<file path="src/hw/rtl/visible_byte_escaper_top_assert.svh">
// assertion macros for the visible byte escaper top level
`ifndef VISIBLE_BYTE_ESCAPER_TOP_ASSERT_SVH
`define VISIBLE_BYTE_ESCAPER_TOP_ASSERT_SVH

// same-cycle implication, quiet while reset is high
`define VBE_ASSERT_IMP(label, cond, prop) \
   label: assert property (@(posedge clock) disable iff (reset) (cond) |-> (prop)) \
      else $error("visible_byte_escaper: same-cycle check failed");

// next-cycle implication, quiet while reset is high
`define VBE_ASSERT_NEXT(label, cond, prop) \
   label: assert property (@(posedge clock) disable iff (reset) (cond) |=> (prop)) \
      else $error("visible_byte_escaper: next-cycle check failed");

// next-cycle implication that also holds across reset
`define VBE_ASSERT_RESET_NEXT(label, cond, prop) \
   label: assert property (@(posedge clock) (cond) |=> (prop)) \
      else $error("visible_byte_escaper: reset check failed");

`endif

</file>
<file path="src/hw/rtl/vbe_pkg.sv">
// shared types and constants of the visible byte escaper
`timescale 1ns / 1ps

package vbe_pkg;

   localparam int QUEUE_DEPTH = 4;
   localparam int QUEUE_AW    = $clog2(QUEUE_DEPTH);

   localparam logic [7:0] CHAR_BACKSPACE = 8'h08;
   localparam logic [7:0] CHAR_TAB       = 8'h09;
   localparam logic [7:0] CHAR_NEWLINE   = 8'h0A;
   localparam logic [7:0] CHAR_SPACE     = 8'h20;
   localparam logic [7:0] CHAR_ZERO      = 8'h30;
   localparam logic [7:0] CHAR_BACKSLASH = 8'h5C;
   localparam logic [7:0] CHAR_LOWER_B   = 8'h62;
   localparam logic [7:0] CHAR_LOWER_N   = 8'h6E;
   localparam logic [7:0] CHAR_LOWER_T   = 8'h74;
   localparam logic [7:0] CHAR_TILDE     = 8'h7E;
   localparam logic [7:0] CHAR_DEL       = 8'h7F;

   localparam logic [7:0] FOLD_RESET     = 8'd66;
   localparam logic [7:0] FOLD_INDENT    = 8'd8;
   localparam logic [7:0] TAB_MASK       = 8'd7;

   typedef enum logic [1:0] {
      CSR_STRIP_MODE  = 2'd0,
      CSR_RAW_TABS    = 2'd1,
      CSR_FOLD_COLUMN = 2'd2
   } csr_index_type;

   typedef enum logic [1:0] {
      KIND_PLAIN   = 2'd0,
      KIND_NL_MARK = 2'd1,
      KIND_PAIR    = 2'd2,
      KIND_OCTAL   = 2'd3
   } kind_type;

   // one queued rendering job
   typedef struct packed {
      logic       fold;
      kind_type   kind;
      logic [7:0] data;
   } job_type;

   typedef struct packed {
      logic full;
      logic empty;
   } queue_status_type;

endpackage

</file>
<file path="src/hw/rtl/vbe_front.sv">
// front end: accepts bytes, tracks column state and classifies each byte into a job
`timescale 1ns / 1ps

module vbe_front (
   input  logic                       clock,
   input  logic                       reset,
   input  logic                       req_tvalid,
   output logic                       req_tready,
   input  logic [7:0]                 req_tdata,   // [7:0] in_byte
   input  logic                       csr_valid,
   output logic                       csr_ready,
   input  logic [1:0]                 csr_index,
   input  logic [7:0]                 csr_data,
   input  vbe_pkg::queue_status_type  q_status,
   output logic                       push,
   output vbe_pkg::job_type           job
);

   logic       strip_ff, strip_in;
   logic       raw_tabs_ff, raw_tabs_in;
   logic [7:0] fold_ff, fold_in;
   logic [7:0] column_ff, column_in;
   logic       prev_space_ff, prev_space_in;

   logic       accept;
   logic       keep;
   logic       fold;
   logic [7:0] col_base;
   logic [7:0] c;

   function automatic logic [7:0] sat_add(input logic [7:0] a, input logic [2:0] b);
      logic [8:0] sum;
      sum = {1'b0, a} + {6'b0, b};
      return sum[8] ? 8'hFF : sum[7:0];
   endfunction

   assign c          = req_tdata;
   assign req_tready = !q_status.full;
   assign accept     = req_tvalid && req_tready;
   assign csr_ready  = 1'b1;
   assign push       = accept && keep;

   assign fold     = !strip_ff && (c != vbe_pkg::CHAR_NEWLINE) && (column_ff >= fold_ff);
   assign col_base = fold ? vbe_pkg::FOLD_INDENT : column_ff;

   // classification
   always_comb begin
      keep      = 1'b1;
      job.fold  = fold;
      job.kind  = vbe_pkg::KIND_PLAIN;
      job.data  = c;
      column_in = column_ff;
      if (strip_ff) begin
         keep = ((c >= vbe_pkg::CHAR_SPACE) && (c <= vbe_pkg::CHAR_TILDE)) ||
                (c == vbe_pkg::CHAR_TAB) || (c == vbe_pkg::CHAR_NEWLINE);
      end else if (c == vbe_pkg::CHAR_NEWLINE) begin
         job.kind  = prev_space_ff ? vbe_pkg::KIND_NL_MARK : vbe_pkg::KIND_PLAIN;
         column_in = 8'd0;
      end else if (raw_tabs_ff && (c == vbe_pkg::CHAR_TAB)) begin
         column_in = sat_add(col_base | vbe_pkg::TAB_MASK, 3'd1);
      end else if ((c == vbe_pkg::CHAR_BACKSPACE) || (c == vbe_pkg::CHAR_BACKSLASH) ||
                   (c == vbe_pkg::CHAR_TAB)) begin
         job.kind  = vbe_pkg::KIND_PAIR;
         job.data  = (c == vbe_pkg::CHAR_BACKSPACE) ? vbe_pkg::CHAR_LOWER_B :
                     (c == vbe_pkg::CHAR_TAB) ? vbe_pkg::CHAR_LOWER_T : vbe_pkg::CHAR_BACKSLASH;
         column_in = sat_add(col_base, 3'd2);
      end else if (c[7] || (c < vbe_pkg::CHAR_SPACE) || (c == vbe_pkg::CHAR_DEL)) begin
         job.kind  = vbe_pkg::KIND_OCTAL;
         column_in = sat_add(col_base, 3'd4);
      end else begin
         column_in = sat_add(col_base, 3'd1);
      end
   end

   always_comb begin
      prev_space_in = prev_space_ff;
      if (accept && !strip_ff) begin
         prev_space_in = (c == vbe_pkg::CHAR_SPACE);
      end
   end

   always_comb begin
      strip_in    = strip_ff;
      raw_tabs_in = raw_tabs_ff;
      fold_in     = fold_ff;
      if (csr_valid && csr_ready) begin
         unique case (csr_index)
            vbe_pkg::CSR_STRIP_MODE:  strip_in    = csr_data[0];
            vbe_pkg::CSR_RAW_TABS:    raw_tabs_in = csr_data[0];
            vbe_pkg::CSR_FOLD_COLUMN: fold_in     = csr_data;
            default: ;
         endcase
      end
   end

   always_ff @(posedge clock) begin
      if (reset) begin
         strip_ff      <= 1'b0;
         raw_tabs_ff   <= 1'b0;
         fold_ff       <= vbe_pkg::FOLD_RESET;
         column_ff     <= 8'd0;
         prev_space_ff <= 1'b0;
      end else begin
         strip_ff      <= strip_in;
         raw_tabs_ff   <= raw_tabs_in;
         fold_ff       <= fold_in;
         prev_space_ff <= prev_space_in;
         if (accept) begin
            column_ff <= column_in;
         end
      end
   end

endmodule

</file>
<file path="src/hw/rtl/vbe_queue.sv">
// short job queue between the front and back ends
`timescale 1ns / 1ps

module vbe_queue (
   input  logic                       clock,
   input  logic                       reset,
   input  logic                       push,
   input  vbe_pkg::job_type           push_job,
   input  logic                       pop,
   output vbe_pkg::job_type           head,
   output vbe_pkg::queue_status_type  q_status
);

   vbe_pkg::job_type entry_ff [vbe_pkg::QUEUE_DEPTH];

   logic [vbe_pkg::QUEUE_AW-1:0] wr_ptr_ff, wr_ptr_in;
   logic [vbe_pkg::QUEUE_AW-1:0] rd_ptr_ff, rd_ptr_in;
   logic [vbe_pkg::QUEUE_AW:0]   count_ff, count_in;

   assign head           = entry_ff[rd_ptr_ff];
   assign q_status.full  = (count_ff == (vbe_pkg::QUEUE_AW + 1)'(vbe_pkg::QUEUE_DEPTH));
   assign q_status.empty = (count_ff == '0);

   always_comb begin
      wr_ptr_in = push ? wr_ptr_ff + 1'b1 : wr_ptr_ff;
      rd_ptr_in = pop  ? rd_ptr_ff + 1'b1 : rd_ptr_ff;
      unique case ({push, pop})
         2'b10:   count_in = count_ff + 1'b1;
         2'b01:   count_in = count_ff - 1'b1;
         default: count_in = count_ff;
      endcase
   end

   always_ff @(posedge clock) begin
      if (reset) begin
         wr_ptr_ff <= '0;
         rd_ptr_ff <= '0;
         count_ff  <= '0;
      end else begin
         wr_ptr_ff <= wr_ptr_in;
         rd_ptr_ff <= rd_ptr_in;
         count_ff  <= count_in;
      end
   end

   always_ff @(posedge clock) begin
      if (push) begin
         entry_ff[wr_ptr_ff] <= push_job;
      end
   end

endmodule

</file>
<file path="src/hw/rtl/vbe_back.sv">
// back end: expands each job into output beats through an output register
`timescale 1ns / 1ps

module vbe_back (
   input  logic                       clock,
   input  logic                       reset,
   input  vbe_pkg::job_type           head,
   input  vbe_pkg::queue_status_type  q_status,
   output logic                       pop,
   output logic                       rsp_tvalid,
   input  logic                       rsp_tready,
   output logic [7:0]                 rsp_tdata,   // [7:0] out_byte
   output logic                       rsp_tlast    // last_of_run
);

   logic [2:0] seq_ff, seq_in;
   logic       valid_ff, valid_in;
   logic [7:0] data_ff;
   logic       last_ff;

   logic       load;
   logic [2:0] body_len;
   logic [2:0] total_len;
   logic [2:0] body_idx;
   logic       last;
   logic [7:0] beat_byte;

   assign load = (!valid_ff || rsp_tready) && !q_status.empty;

   always_comb begin
      unique case (head.kind)
         vbe_pkg::KIND_PLAIN:   body_len = 3'd1;
         vbe_pkg::KIND_NL_MARK: body_len = 3'd3;
         vbe_pkg::KIND_PAIR:    body_len = 3'd2;
         vbe_pkg::KIND_OCTAL:   body_len = 3'd4;
         default:               body_len = 3'd1;
      endcase
   end

   assign total_len = head.fold ? body_len + 3'd3 : body_len;
   assign body_idx  = head.fold ? seq_ff - 3'd3 : seq_ff;
   assign last      = (seq_ff == total_len - 3'd1);
   assign pop       = load && last;

   // byte for the current beat
   always_comb begin
      beat_byte = head.data;
      if (head.fold && (seq_ff < 3'd3)) begin
         beat_byte = (seq_ff == 3'd0) ? vbe_pkg::CHAR_BACKSLASH :
                     (seq_ff == 3'd1) ? vbe_pkg::CHAR_NEWLINE : vbe_pkg::CHAR_TAB;
      end else begin
         unique case (head.kind)
            vbe_pkg::KIND_PLAIN: beat_byte = head.data;
            vbe_pkg::KIND_NL_MARK: begin
               beat_byte = (body_idx == 3'd0) ? vbe_pkg::CHAR_BACKSLASH :
                           (body_idx == 3'd1) ? vbe_pkg::CHAR_LOWER_N : vbe_pkg::CHAR_NEWLINE;
            end
            vbe_pkg::KIND_PAIR: begin
               beat_byte = (body_idx == 3'd0) ? vbe_pkg::CHAR_BACKSLASH : head.data;
            end
            vbe_pkg::KIND_OCTAL: begin
               unique case (body_idx[1:0])
                  2'd0:    beat_byte = vbe_pkg::CHAR_BACKSLASH;
                  2'd1:    beat_byte = vbe_pkg::CHAR_ZERO + {6'b0, head.data[7:6]};
                  2'd2:    beat_byte = vbe_pkg::CHAR_ZERO + {5'b0, head.data[5:3]};
                  default: beat_byte = vbe_pkg::CHAR_ZERO + {5'b0, head.data[2:0]};
               endcase
            end
            default: beat_byte = head.data;
         endcase
      end
   end

   always_comb begin
      seq_in   = seq_ff;
      valid_in = valid_ff;
      if (load) begin
         seq_in   = last ? 3'd0 : seq_ff + 3'd1;
         valid_in = 1'b1;
      end else if (rsp_tready) begin
         valid_in = 1'b0;
      end
   end

   always_ff @(posedge clock) begin
      if (reset) begin
         seq_ff   <= 3'd0;
         valid_ff <= 1'b0;
      end else begin
         seq_ff   <= seq_in;
         valid_ff <= valid_in;
      end
   end

   always_ff @(posedge clock) begin
      if (load) begin
         data_ff <= beat_byte;
         last_ff <= last;
      end
   end

   assign rsp_tvalid = valid_ff;
   assign rsp_tdata  = data_ff;
   assign rsp_tlast  = last_ff;

endmodule

</file>
<file path="src/hw/rtl/visible_byte_escaper_top.sv">
// top level of the visible byte escaper
`timescale 1ns / 1ps

// Renders a byte stream in printable form. The front end takes one input beat per
// cycle while its four-entry job queue has room, updating the column and
// space-before-newline state at once; the back end turns each queued job into one to
// seven result beats, one per cycle while the receiver is ready, through a registered
// output stage, with tlast on the final beat of each input byte. Sustained rate is
// therefore set by the back end: an input byte takes one result beat for plain text,
// two for letter escapes, three for a newline after a space and four for octal
// escapes, plus three when a line is folded. Dropped bytes in strip mode give no
// beats. Configuration writes are taken every cycle and belong only to idle periods.

`include "visible_byte_escaper_top_assert.svh"

module visible_byte_escaper_top (
   input  logic       clock,
   input  logic       reset,
   input  logic       req_tvalid,
   output logic       req_tready,
   input  logic [7:0] req_tdata,    // [7:0] in_byte
   output logic       rsp_tvalid,
   input  logic       rsp_tready,
   output logic [7:0] rsp_tdata,    // [7:0] out_byte
   output logic       rsp_tlast,    // last_of_run
   input  logic       csr_valid,
   output logic       csr_ready,
   input  logic [1:0] csr_index,
   input  logic [7:0] csr_data
);

   vbe_pkg::queue_status_type q_status;
   vbe_pkg::job_type          push_job;
   vbe_pkg::job_type          head;
   logic                      push;
   logic                      pop;

   vbe_front u_front (
      .clock      (clock),
      .reset      (reset),
      .req_tvalid (req_tvalid),
      .req_tready (req_tready),
      .req_tdata  (req_tdata),
      .csr_valid  (csr_valid),
      .csr_ready  (csr_ready),
      .csr_index  (csr_index),
      .csr_data   (csr_data),
      .q_status   (q_status),
      .push       (push),
      .job        (push_job)
   );

   vbe_queue u_queue (
      .clock    (clock),
      .reset    (reset),
      .push     (push),
      .push_job (push_job),
      .pop      (pop),
      .head     (head),
      .q_status (q_status)
   );

   vbe_back u_back (
      .clock      (clock),
      .reset      (reset),
      .head       (head),
      .q_status   (q_status),
      .pop        (pop),
      .rsp_tvalid (rsp_tvalid),
      .rsp_tready (rsp_tready),
      .rsp_tdata  (rsp_tdata),
      .rsp_tlast  (rsp_tlast)
   );

   `VBE_ASSERT_RESET_NEXT(a_reset_no_beat, reset, !rsp_tvalid)
   `VBE_ASSERT_IMP(a_no_push_when_full, push, !q_status.full)
   `VBE_ASSERT_IMP(a_no_pop_when_empty, pop, !q_status.empty)
   `VBE_ASSERT_NEXT(a_pop_shows_last, pop, rsp_tvalid && rsp_tlast)

endmodule

</file>
<file path="config.mk">
export PLATFORM = sky130hd
export DESIGN_NAME = visible_byte_escaper_top
export DESIGN_NICKNAME = d
export VERILOG_FILES = /design/src/hw/rtl/vbe_pkg.sv /design/src/hw/rtl/vbe_front.sv /design/src/hw/rtl/vbe_queue.sv /design/src/hw/rtl/vbe_back.sv /design/src/hw/rtl/visible_byte_escaper_top.sv
export VERILOG_INCLUDE_DIRS = /design/src /design/src/hw/rtl
export SDC_FILE = /design/constraint.sdc
export NUM_CORES = 1
export LEC_CHECK = 0
export ABC_CLOCK_PERIOD_IN_PS = 4700
export BUFFER_PORTS_ARGS = -buffer_cell sky130_fd_sc_hd__clkbuf_2
export CORE_ASPECT_RATIO = 1.5
export CORE_UTILIZATION = 31
export CTS_BUF_LIST = sky130_fd_sc_hd__clkbuf_4
export CTS_CLUSTER_DIAMETER = 80
export DETAILED_ROUTE_END_ITERATION = 10
export PLACE_DENSITY = 0.58
export SLEW_MARGIN = 20
export SYNTH_ARGS = -nofsm -noshare
export SYNTH_HDL_FRONTEND = slang
export SYNTH_HIERARCHICAL = 1
export SYNTH_SLANG_ARGS = --single-unit
export TNS_END_PERCENT = 1
</file>
<file path="constraint.sdc">
create_clock -name clock -period 4.7 [get_ports clock]
set_clock_uncertainty 0.15 [all_clocks]
set_input_delay 1.175 -clock clock [delete_from_list [all_inputs] [get_ports clock]]
set_output_delay 1.175 -clock clock [all_outputs]
set_load 0.01 [all_outputs]
</file>
After elaboration in Yosys (flattened, before gate mapping). Memory sizes are Yosys's and may differ from the RTL's. A register that Yosys moved wholly into a read port is not among the register bits. Index checks and enable logic that the tools add are counted.

Register bits: 39. RAM bits: 44. Output and inout port bits: 12. Word-level logic and storage cells: 126. Memories: 1.

$add $sub $neg: 15. $lt $le $gt $ge: 5. Eq/ne operators: 20. Multiplexer cells: 39. Bitwise operators: 1. Reduce and logical (&&, ||, !) cells: 33.

Memories: u_queue.entry_ff (depth 4, width 11, rd ports 1, clocked after Yosys merged registers in 1, write ports 1, line vbe_queue.sv:14) `vbe_pkg::job_type entry_ff [vbe_pkg::QUEUE_DEPTH];`.

Operators with widths (count): two-way mux 8 bit (16); case mux 8 bit (4 select lines) (1); equality test 8 x 4 -> 1 bit, second input constant (3); case mux 8 bit (3 select lines) (1); two-way mux 10 bit (2); adder 8 x 1 -> 9 bit, second input constant (2); equality test 8 x 7 -> 1 bit, second input constant (2); adder 6 x 3 -> 7 bit, first input constant (2); two-way mux 2 bit (6); case mux 3 bit (4 select lines) (1); equality test 2 bit, second input constant (5); logical AND 1 bit (10); adder 8 x 2 -> 9 bit, second input constant (1); adder 8 x 3 -> 9 bit, second input constant (1); zero test 3 bit (3); two-way mux 3 bit (3); equality test 2 x 1 -> 1 bit, second input constant (4); equality test 8 x 6 -> 1 bit, second input constant (1); >= comparator 8 x 6 -> 1 bit, second input constant (1); >= comparator 8 bit (1); <= comparator 8 x 7 -> 1 bit, second input constant (1); less-than comparator 8 x 6 -> 1 bit, second input constant (1); != test 8 x 4 -> 1 bit, second input constant (1); AND reduction 2 bit (4); other kinds (19) (40).

Logic depth before layout (Yosys ltp). Gate-level depths: netlist of run 1.

Depth after elaboration: 10. Mapped depth: 19. Gate-level depth less buffers: 17.

By module. Netlist of run 1, hierarchy kept.

By module, submodules not included: vbe_queue (times used 1, cells each 104, area each 2023.2 um2); vbe_front (times used 1, cells each 276, area each 2001.9 um2); vbe_back (times used 1, cells each 139, area each 1167.4 um2).

Least setup slack after synthesis of run 1. Ideal clock, no wire load.

Kind: input -> register. From: in req_tdata[4]. To: reg u_front.column_ff[3]. Arrival time: 4244 ps. Required time: 4479 ps. Path slack: 235 ps. Stages: 17. Buffers on the path: 4. Path through: or3_1 buf_2 nor4_4 nor2_2 nand2_2 buf_6 buf_2 and2_1 ha_1 nand3_1 nor2_1 clkbuf_1 nand2_1 nand2_1 a21oi_1 or4_1 a21oi_1.

Longest elaborated chain between the ends: 10. Elaborated cells on any way between the ends: 27. Those cells by class: 4 x add/sub; 1 x order compare; 6 x eq/ne; 9 x mux; 7 x reduce/logical.

RTL lines: start, declared (line visible_byte_escaper_top.sv:21) `input logic [7:0] req_tdata,`; != test 8 x 4 -> 1 bit (line vbe_front.sv:43) `assign fold = !strip_ff && (c != vbe_pkg::CHAR_NEWLINE) && (column_ff >= fold_ff);`; logical AND 1 bit (2 in a row) (line vbe_front.sv:43); two-way mux 8 bit (line vbe_front.sv:44) `assign col_base = fold ? vbe_pkg::FOLD_INDENT : column_ff;`; adder 8 x 1 -> 9 bit or adder 8 x 3 -> 9 bit (tied branches) (line vbe_front.sv:33) `sum = {1'b0, a} + {6'b0, b};`; two-way mux 8 bit (line vbe_front.sv:34) `return sum[8] ? 8'hFF : sum[7:0];`; two-way mux 8 bit (line vbe_front.sv:67) `end else if (c[7] || (c < vbe_pkg::CHAR_SPACE) || (c == vbe_pkg::CHAR_DEL)) begin`; two-way mux 8 bit (line vbe_front.sv:61) `end else if ((c == vbe_pkg::CHAR_BACKSPACE) || (c == vbe_pkg::CHAR_BACKSLASH) ||`; two-way mux 8 bit (line vbe_front.sv:59) `end else if (raw_tabs_ff && (c == vbe_pkg::CHAR_TAB)) begin`; two-way mux 8 bit * (line vbe_front.sv:56) `end else if (c == vbe_pkg::CHAR_NEWLINE) begin`; end signal, assigned (line vbe_front.sv:109) `column_ff <= column_in;`; end, declared (line vbe_front.sv:22) `logic [7:0] column_ff, column_in;`.

Mark *: on every way between the ends. The rest lies on a longest branch, timed or not. A chain may end at the register's enable or synchronous reset.

==> reports/results.tsv, run 1 <==
stage	metric	value	unit
sta	final-setup-viol-count	0	
place	place_area	0.00555	mm2
final_layout	drive_gt1_frac	0.183	
clock_network	ctsHoldBuffers	0	
yosys	synthCells	519	
clock_network	post-cts-setup-buffers	0	
sta	hold_viol	0	
critical_path	startpoint_type	register	
yosys	synth_flop_cell	edfxtp_1	
final_layout	diodes	0	
clock_network	clk_latency	0.45	ns
detailed_routing	drt-total-wl	12.6	mm
critical_path	ff2ff_setup_slack	0.32	ns
clock_network	cts_resized	0	
clock_network	h-tree-depth	3	
clock_network	clkSlewWorstSetupHoldPaths	0.16	ns
power	power.density	450	mW/mm2
final_layout	stdcell_area	0.00566	mm2
grt	grt_pass1_vias	4088	
detailed_routing	viasPerCell	5.46	
sta	period_share	0.932	
sta	fin_ws	0.321	ns
place	portBuffers	33	
sta	final_max_slew_viol_count	0	
job	drv_cap	0	
place	dp_worst_setup_slack	0.294	ns
status	outcome	finished, final reports clean	
worst_hold_path	holdPathEnd	u_front/fold_ff[3]$_SDFFE_PP0P_	
critical_path	ff2ff_path_depth	16	
detailed_routing	wl_per_cell	16.7	um
floorplanning	dieArea	0.0173	mm2
detailed_routing	postRouteAntennaNets	0	
final_layout	nNetsFinal	590	
sta	tns	0	ns
critical_path	worst-path-max-fanout	8	
grt	grt_max_degree	31	
sta	maxClockFrequency	0.228	GHz
critical_path	timing.rr.end	u_queue/count_ff[2]$_SDFFE_PP0P_	
place	hpwl	9.57	mm
yosys	ys_seq_elements	85	
sta	min_period	4.38	ns
floorplanning	core	0.0163	mm2
yosys	syn_area	0.00519	mm2
critical_path	critPathRequiredTime	4.93	ns
sta	slew_headroom	0.461	
detailed_routing	via_count	4113	
floorplanning	start_util	0.319	
grt	antenna_found_initial	0	
yosys	synth_nets	567	
clock_network	cts_tree	built	
yosys	synth_edf_count	53	
power	power.total	2.55	mW
yosys	synth_cell_type_count	77	
floorplanning	die_x	108	um
yosys	synth_async_sr_flop_share	0	
sta	tightest_slew	0.798	ns
final_layout	nFillCells	1691	
yosys	yosys.area.top_type	edfxtp_1	
sta	rsz0062_at_grt	no	
floorplanning	die_h	161	um
yosys	synth_warnings	6	
yosys	ys_top_cells_by_count	edfxtp_1 (53), nand2_1 (38), nor2_1 (38)	
place	place.gp.congestion	0.918	
grt	gr-total-overflow	0	
clock_network	clk_path_buf_depth	2	
worst_hold_path	min_from	u_front/fold_ff[3]$_SDFFE_PP0P_	
worst_hold_path	hold_class	register to register	
detailed_routing	drc	0	
final_layout	final_cells	753	
detailed_routing	first_pass_iters	5	
yosys	synth.area.top_cells	edfxtp_1 (31%), dfxtp_1 (12%), ha_1 (5.8%), mux4_2 (4.3%), a21oi_1 (3.0%)	
power	ir_drop	0.182	mV
floorplanning	rows	57	
detailed_routing	drtIter0Drc	228	
yosys	yosysMostFrequentCell	edfxtp_1	
clock_network	cts_num_sinks	85	
yosys	yosysTopAreaCellShare	0.307	
yosys	synth_area_per_cell	10.0	um2
critical_path	end_kind	register	
yosys	yosysSeqAreaShare	0.430	
worst_hold_path	holdPathStages	2	
clock_network	cts_made_buffers	9	
critical_path	path_class	register to register	
grt	grt_pass1_wl	19.8	mm
grt	grt.total_usage	0.149	
floorplanning	ios	35	
place	dpl.cell_count	737	
critical_path	crit_arrival	4.61	ns
power	leakage	2.05	nW
final_layout	synthToLayoutAreaGrowth	9.06	%
clock_network	cts_root_buffer	clkbuf_4	
==> critical path: stages (launching register included) <==
cell	delay [ns]
dfxtp_1	0.45
mux4_2	0.56
ha_1	0.33
or3_4	0.37
and2_4	0.17
inv_1	0.05
ha_1	0.23
xnor2_1	0.14
a31oi_1	0.20
o211ai_2	0.16
nor2_1	0.26
ha_1	0.23
inv_1	0.06
fa_1	0.37
xor2_1	0.16
or3_1	0.30
a21oi_1	0.14
==> power breakdown <==
group / internal [mW] / switching [mW]
Combinational: 0.479 / 0.659
Clock: 0.111 / 0.266
Sequential: 0.954 / 0.0799
==> per-layer routing <==
layer,share of wire,track usage
met4,0.064,0.109
met2,0.53,0.271
met5,0,0
met3,0.040,0.0284
met1,0.36,0.149
==> metrics by stage <==
step / hold WS (ns) / utilization
finish: 0.359 / 0.348
global route: 0.411 / 0.348
detailed placement: 0.335 / 0.341
floorplan: 0.307 / -
CTS: 0.369 / 0.348
global placement: 0.330 / 0.341
==> cell families after synthesis <==
group,count (synthesis),share of synthesized area
fa+ha+maj,25,0.0617
buf+inv,67,0.0590
mux,20,0.0658
other cells,1,0.000722
flops,85,0.430
compound gates,126,0.166
simple gates,177,0.186
xor+xnor,18,0.0304
==> flip-flops by register name (all words and copies together), names as in the netlist, named ones only <==
name,flops
u_queue/entry_ff,44
u_back/rsp_tdata,8
u_front/column_ff,8
u_front/fold_ff,8
u_back/seq_ff,3
u_queue/count_ff,3
u_queue/rd_ptr_ff,2
u_queue/wr_ptr_ff,2
u_back/rsp_tlast,1
u_back/rsp_tvalid,1
u_front/prev_space_ff,1
u_front/raw_tabs_ff,1
u_front/strip_ff,1
==> cells in the final DEF (no fill, tap or decap), drive strengths merged, types with 9 or more instances in the layout <==
master	count
edfxtp	53
clkbuf	42
nor2	40
nand2	39
dfxtp	32
a21oi	32
inv	31
o21ai	27
ha	24
nand3	18
buf	17
nor3	13
xnor2	11
mux4	11
a31oi	10
and2	10
mux2i	9
a211oi	9
==> layout make-up <==
class	instances	area, um2	share of cell area
multi-input cells	367	2650	0.469
clock buffers	9	67.6	0.0119
inverters	29	109	0.0192
flip-flops and latches	85	2230	0.394
clock inverters	7	50.0	0.00884
repair buffers	50	293	0.0517
well taps	206	258	0.0455
==> worst max-delay path by stage <==
stage,start,end,slack [ns],cells past startpoint
after CTS,register,u_queue/count_ff[2]$_SDFFE_PP0P_,0.33,16
after detailed placement,req_tdata[6],u_front/column_ff[3]$_SDFFE_PP0P_,0.29,15
after global placement,req_tdata[4],u_front/column_ff[3]$_SDFFE_PP0P_,0.38,15
after global routing,register,u_queue/count_ff[2]$_SDFFE_PP0P_,0.01,16
final,register,u_queue/count_ff[2]$_SDFFE_PP0P_,0.32,16
after floorplan,req_tdata[4],u_front/column_ff[3]$_SDFFE_PP0P_,0.23,17
No activity file was read; power rests on OpenSTA's default activity.
==> run 2, diff against run 1 <==
- CORE_UTILIZATION: 31 -> 63
- PLACE_DENSITY: 0.58 -> 0.95
==> run 2 against run 1 <==
Against the previous run: cell area shrank 1.6%; sequential cell count is the same; combinational power hardly changed; count of clock-buffer cells in the layout did not move; worst hold slack improved by 0.0058 ns; global-route usage rose by 15 points; wire length shrank 2.3%; register-to-register slack got worse by 0.05 ns; die area decreased by 50%; non-clock buffer count shrank 3.
==> reports/results.tsv, run 2 (synthesis results as in run 1) <==
stage	metric	value	unit	change
final_layout	regMostFlops	u_queue/entry_ff		
critical_path	cp_slowest_cell	mux4_2		
clock_network	cts_root_buffer	clkbuf_4		
power	power.total	2.68	mW	+5.1%
sta	final-setup-viol-count	0		unchanged
detailed_routing	drc	0		unchanged
place	hpwl	8.89	mm	-7.2%
place	place.gp.congestion	1.02		+11%
clock_network	cts_tree	built		
final_layout	nFillCells	605		-64%
detailed_routing	drt-total-wl	12.3	mm	-2.3%
critical_path	worst-path-max-fanout	8		unchanged
grt	grt_pass1_wl	19.9	mm	+0.35%
final_layout	nNetsFinal	587		-0.51%
sta	rsz0062_at_grt	no		
sta	slew_headroom	0.459		-0.00167
detailed_routing	via_count	4273		+3.9%
power	p_int	1.65	mW	+7.2%
floorplanning	ios	35		unchanged
critical_path	crit_family	adder cells		
final_layout	stdcell_area	0.00557	mm2	-1.6%
clock_network	clk_path_buf_depth	2		unchanged
clock_network	clk_latency	0.43	ns	-0.02 ns
floorplanning	dieArea	0.00862	mm2	-50%
floorplanning	start_util	0.648		+0.329
final_layout	largest_reg_flops	44		unchanged
critical_path	path_class	register to register		
final_layout	diodes	0		unchanged
sta	tightest_slew	0.810	ns	+0.0115 ns
detailed_routing	postRouteAntennaNets	0		unchanged
power	power.switching_fraction	0.383		-0.0120
final_layout	final_cells	649		-14%
power	power.density	481	mW/mm2	+6.8%
detailed_routing	first_pass_iters	5		unchanged
critical_path	critPathRequiredTime	4.90	ns	-0.03 ns
critical_path	startpoint_type	register		
clock_network	cts_num_sinks	85		unchanged
power	leakage	2.07	nW	+0.75%
detailed_routing	viasPerCell	6.58		+21%
sta	min_period	4.43	ns	+0.0465 ns
grt	gr-total-overflow	0		unchanged
clock_network	h-tree-depth	3		unchanged
place	dpl.cell_count	633		-14%
sta	period_share	0.942		+0.00989
clock_network	clkSlewWorstSetupHoldPaths	0.13	ns	-0.03 ns
critical_path	end_kind	register		
critical_path	worst-path-buf-inv	2		unchanged
power	power.switching	1.03	mW	+1.9%
grt	grt.total_usage	0.297		+0.148
place	place_area	0.00540	mm2	-2.7%
power	ir_drop	0.329	mV	+80%
power	clockPowerShare	0.182		+0.034
floorplanning	core	0.00801	mm2	-51%
final_layout	synthToLayoutAreaGrowth	7.33	%	
place	portBuffers	33		unchanged
sta	maxClockFrequency	0.226	GHz	-1.1%
job	drv_cap	0		unchanged
sta	holdWs	0.365	ns	+0.00577 ns
final_layout	drive_gt1_frac	0.182		-0.000830
status	outcome	finished, final reports clean		
grt	antenna_found_initial	0		unchanged
power	seqPwrFrac	0.388		-0.018
worst_hold_path	hold_class	register to register		
sta	hold_viol	0		unchanged
critical_path	cp_cell_sequence	mux4_2 > ha_1 > or3_4 > and2_4 > inv_1 > ha_1 > xnor2_1 > a31oi_1 > o211ai_2 > nor2_1 > ha_1 > inv_1 > fa_1 > xor2_1 > or3_1 > a21oi_1		
sta	tns	0	ns	unchanged
grt	grt_max_degree	31		unchanged
floorplanning	die_x	76.1	um	-29%
clock_network	cts_made_buffers	9		unchanged
critical_path	cp_common_cell	ha_1		
floorplanning	rows	40		-30%
critical_path	max_stage_delay	0.57	ns	about the same
detailed_routing	wl_per_cell	19.0	um	+13%
floorplanning	die_h	113	um	-29%
clock_network	post-cts-setup-buffers	0		unchanged
final_layout	layout_common_cells	edfxtp_1 (53), nand2_1 (38), nor2_1 (38), clkbuf_2 (33), dfxtp_1 (32)		
grt	grt_pass1_vias	4148		+1.5%
sta	final_max_slew_viol_count	0		unchanged
detailed_routing	drtIter0Drc	342		+50%
critical_path	crit_arrival	4.63	ns	+0.02 ns
final_layout	layout_commonest_cell	edfxtp_1		
power	power.share.combinational	0.431		-0.016
==> run 2: cell types whose count changed in the layout (fill, tap and decap cells not counted) <==
| cell | previous run | this run |
|---|---|---|
| buf_4 | 17 | 14 |
| ha_1 | 24 | 23 |
| bufinv_16 | 0 | 2 |
| ha_2 | 0 | 1 |
| clkinv_4 | 1 | 2 |
| clkinvlp_4 | 2 | 0 |
| clkinv_1 | 1 | 0 |
| clkinv_2 | 1 | 0 |
| inv_8 | 0 | 1 |
==> run 2: area by class of cell <==
| class | instances | area (um2) | share of cell area |
|---|---|---|---|
| timing repair buffer | 47 | 270 | 0.0485 |
| inverter | 29 | 109 | 0.0195 |
| multi-input combinational | 367 | 2660 | 0.477 |
| sequential | 85 | 2230 | 0.401 |
| tap | 105 | 131 | 0.0236 |
| clock buffer | 9 | 67.6 | 0.0121 |
| clock inverter | 7 | 106 | 0.0191 |
==> run 2: per-layer routing <==
metal	global-route usage	vias up	share of wire	wire length, um
li1	-	1959	-	-
met1	0.306	2019	0.35	4320
met2	0.547	238	0.53	6570
met3	0.0484	57	0.057	707
met4	0.212	0	0.058	713
met5	0	-	0	0
==> run 2: final timing paths <==
kind	from	endpoint	slack (ns)	depth (start not counted)
worst max-delay path	register	u_queue/count_ff[2]$_SDFFE_PP0P_	0.27	16
worst min-delay path	u_back/rsp_tvalid$_SDFFE_PP0P_	u_back/rsp_tvalid$_SDFFE_PP0P_	0.37	2
worst max register to register	register	u_queue/count_ff[2]$_SDFFE_PP0P_	0.27	16
worst min register to register	u_back/rsp_tvalid$_SDFFE_PP0P_	u_back/rsp_tvalid$_SDFFE_PP0P_	0.37	2
==> run 2: stage by stage <==
| step | util | worst slack (ns) |
|---|---|---|
| after floorplan | - | 0.235 |
| after global placement | 0.674 | 0.318 |
| after detailed placement | 0.674 | 0.202 |
| after CTS | 0.696 | 0.263 |
| after global routing | 0.696 | 0.0275 |
| final | 0.696 | 0.274 |
==> run 2: power by group through the flow <==
stage	combinational, mW	sequential (mW)	clock [mW]
final	1.15	1.04	0.487
after global routing	1.25	1.05	0.529
after CTS	1.13	1.04	0.498
after detailed placement	1.12	1.05	0
after global placement	1.08	1.05	0
after floorplan	0.869	1.04	0
==> run 2: what timing repair did <==
action,4_1_cts,5_1_grt
resized for setup,0,1
endpoints found under the setup margin,0,1
hold buffers,0,0
==> run 2: worst reg2reg max path: cells and delay by family, from the launching register on <==
family / cells / cell delay [ns]
buffers and inverters: 2 / 0.11
AND/OR/NAND/NOR: 4 / 1.08
adder cells (fa/ha/maj): 4 / 1.16
multiplexers: 1 / 0.57
AO/OA/AOI/OAI: 3 / 0.52
flip-flops: 1 / 0.46
XOR/XNOR: 2 / 0.29
==> run 3, diff against run 2 <==
- ABC_AREA: unset -> 1
==> run 3 against run 2 <==
Against the previous run: fmax grew 5.7%; die area down 0.61%; global-route usage is 1.0 points higher; count of clock-buffer cells in the layout rose by 1; worst hold slack worse by 0.045 ns; synthesized cell count increased by 24%; cell area down 1.1%; first-iteration DRC count up 20%; area after synthesis is 0.63% lower; critical path depth is 4 higher; sequential share of layout area rose by 0.44 points; critical path type unchanged; critical endpoint unchanged; largest cell class unchanged; highest routed layer unchanged.
==> reports/results.tsv, run 3 <==
stage	metric	value	unit	change
status	outcome	finished, final reports clean		
critical_path	max_stage_delay	0.57	ns	about the same
floorplanning	die_h	113	um	-0.31%
yosys	synth_xor_area_frac	0.0238		-0.00660
clock_network	clk_path_buf_depth	2		unchanged
grt	grt_pass1_wl	19.7	mm	-0.84%
sta	fin_ws	0.513	ns	+0.239 ns
sta	tightest_slew	0.961	ns	+0.152 ns
final_layout	seqCellArea	0.00223	mm2	unchanged
sta	tns	0	ns	unchanged
grt	grt.total_usage	0.308		+0.0105
clock_network	h-tree-depth	3		unchanged
final_layout	regMostFlops	u_queue/entry_ff		
floorplanning	dieArea	0.00856	mm2	-0.61%
detailed_routing	first_pass_iters	5		unchanged
yosys	muxShareOfSynthArea	0		-0.0658
yosys	synth_top_family_by_area	simple AND/OR/NAND/NOR gates		
final_layout	nFillCells	614		+1.5%
detailed_routing	drt-total-wl	12.1	mm	-2.0%
grt	grt_pass1_vias	4434		+6.9%
clock_network	cts_resized	0		unchanged
sta	final_max_slew_viol_count	0		unchanged
clock_network	cts_made_buffers	9		unchanged
yosys	yosysSeqAreaShare	0.433		+0.00271
power	leakage	2.46	nW	+19%
critical_path	end_kind	register		
critical_path	cp_cell_sequence	clkinv_1 > o21ai_1 > o22ai_1 > ha_1 > nor2_1 > nand2_1 > xor2_1 > ha_1 > xor2_1 > nand3_2 > nor3_4 > ha_1 > inv_1 > fa_1 > inv_1 > nand2_1 > nand3_1 > nand2_1 > inv_1 > nor2_1		
clock_network	clkSlewWorstSetupHoldPaths	0.14	ns	about the same
sta	hold_viol	0		unchanged
critical_path	critPathRequiredTime	4.91	ns	about the same
detailed_routing	wl_per_cell	15.4	um	-19%
grt	antenna_found_initial	1		+1
yosys	synth_nets	691		+22%
place	portBuffers	33		unchanged
critical_path	worst-path-max-fanout	12		+4
yosys	yosys.area_share.adder	0.0621		+0.000389
job	drv_cap	0		unchanged
power	ir_drop	0.288	mV	-12%
yosys	synth_compound_area_frac	0.129		-0.0377
final_layout	synthToLayoutAreaGrowth	6.84	%	
yosys	synth_flop_cell	edfxtp_1		
yosys	yosysMostFrequentCell	nand2_1		
detailed_routing	wl_met3	495	um	-30%
place	dp_worst_setup_slack	0.549	ns	+0.347 ns
grt	gr-total-overflow	0		unchanged
yosys	synthSimpleGateAreaFrac	0.258		+0.0722
grt	grt_max_degree	23		-26%
yosys	synth_edf_count	53		unchanged
detailed_routing	via_count	4515		+5.7%
final_layout	drive_gt1_frac	0.152		-0.0303
floorplanning	core	0.00796	mm2	-0.63%
detailed_routing	viasPerCell	5.75		-13%
detailed_routing	dr_wl_met2	6.65	mm	+1.3%
yosys	synth.area.top_cells	edfxtp_1 (31%), dfxtp_1 (12%), nand2_1 (9.1%), inv_1 (6.3%), ha_1 (5.8%)		
floorplanning	ios	35		unchanged
yosys	synth_async_sr_flop_share	0		unchanged
critical_path	path_class	register to register		
final_layout	layout_commonest_cell	nand2_1		
detailed_routing	drc	0		unchanged
detailed_routing	drt-met1-wl	4.26	mm	-1.4%
sta	rsz0062_at_grt	no		
final_layout	multi_input_area	0.00244	mm2	-8.0%
sta	final-setup-viol-count	0		unchanged
yosys	yosysTopAreaCellShare	0.308		+0.00193
final_layout	layout_common_cells	nand2_1 (125), inv_1 (87), nor2_1 (63), edfxtp_1 (53), o21ai_0 (40)		
final_layout	fin_util	0.693		-0.00317
clock_network	post-cts-setup-buffers	0		unchanged
place	dpl.cell_count	768		+21%
yosys	syn_area	0.00516	mm2	-0.63%
yosys	synth_cell_type_count	43		-44%
yosys	ys_seq_elements	85		unchanged
power	power.density	479	mW/mm2	-0.39%
yosys	synthCells	643		+24%
critical_path	crit_arrival	4.39	ns	-0.24 ns
sta	maxClockFrequency	0.239	GHz	+5.7%
floorplanning	start_util	0.648		about the same
critical_path	cp_slowest_cell	dfxtp_1		
clock_network	ctsHoldBuffers	0		unchanged
sta	period_share	0.891		-0.0509
final_layout	nNetsFinal	722		+23%
clock_network	clk_latency	0.43	ns	about the same
detailed_routing	drtIter0Drc	409		+20%
clock_network	cts_root_buffer	clkbuf_4		
yosys	yosys.area.top_type	edfxtp_1		
floorplanning	rows	40		unchanged
sta	min_period	4.19	ns	-0.239 ns
floorplanning	die_x	75.9	um	-0.30%
sta	slew_headroom	0.359		-0.100
place	hpwl	9.17	mm	+3.1%
yosys	synth_warnings	6		unchanged
clock_network	cts_num_sinks	85		unchanged
detailed_routing	postRouteAntennaNets	0		unchanged
worst_hold_path	hold_class	register to register		
place	place.gp.congestion	0.970		-4.6%
final_layout	largest_reg_flops	44		unchanged
yosys	synth_area_per_cell	8.02	um2	-20%
final_layout	final_cells	785		+21%
detailed_routing	highest_layer	met4		
yosys	ys_top_cells_by_count	nand2_1 (125), inv_1 (87), nor2_1 (63)		
critical_path	startpoint_type	register		
clock_network	cts_tree	built		
## run 3: kinds of logic (layout without fill, tap and decap cells)
kind of cell,Yosys count,in the layout
other,1,2
adders and majority gates,25,25
and+or+nand+nor,281,281
buffers and inverters,114,150
DFF,85,85
AOI/OAI and AO/OA,123,123
xor gates and xnor gates,14,14
## run 3: power breakdown
group | switching (mW) | leakage, nW | internal (mW)
clock | 0.253 | 0.0736 | 0.173
sequential | 0.0683 | 0.754 | 0.953
combinational | 0.799 | 1.64 | 0.394
total | 1.12 | 2.46 | 1.52
## run 3: area by class of cell
| type | count | area share |
|---|---|---|
| antenna | 1 | 0.000454 |
| inverter | 99 | 0.0683 |
| clock buffer | 10 | 0.0136 |
| clock inverter | 6 | 0.0129 |
| timing repair buffer | 35 | 0.0327 |
| tap | 105 | 0.0238 |
| multi-input combinational | 444 | 0.443 |
| sequential | 85 | 0.405 |
## run 3: critical path: cells and delay by family, from the launching register on
kind / cells / cell delay, ns
buffers and inverters: 4 / 0.54
AND/OR/NAND/NOR: 8 / 1.00
adder cells (fa/ha/maj): 4 / 1.19
XOR/XNOR: 2 / 0.35
AO/OA/AOI/OAI: 2 / 0.31
flip-flops: 1 / 0.57
## run 3: final timing paths
path / end / startpoint / cells past startpoint / slack (ns)
min reg2reg: u_front/fold_ff[2]$_SDFFE_PP0P_ / u_front/fold_ff[2]$_SDFFE_PP0P_ / 2 / 0.32
min: u_front/fold_ff[2]$_SDFFE_PP0P_ / u_front/fold_ff[2]$_SDFFE_PP0P_ / 2 / 0.32
max reg2reg: u_queue/count_ff[2]$_SDFFE_PP0P_ / register / 20 / 0.51
max: u_queue/count_ff[2]$_SDFFE_PP0P_ / register / 20 / 0.51
## run 3: stage by stage
step / total power [mW] / cell area [um2] / hold WS, ns
floorplan: 1.93 / 5160 / 0.262
finish: 2.64 / 5510 / 0.320
detailed placement: 2.20 / 5360 / 0.307
global placement: 2.15 / 5360 / 0.289
global route: 2.84 / 5510 / 0.359
CTS: 2.62 / 5510 / 0.326
## run 3: per-layer routing
layer | GRT usage | vias up
met2 | 0.552 | 193
met4 | 0.216 | 0
met1 | 0.303 | 2079
met5 | 0 | -
li1 | - | 2189
met3 | 0.0552 | 54
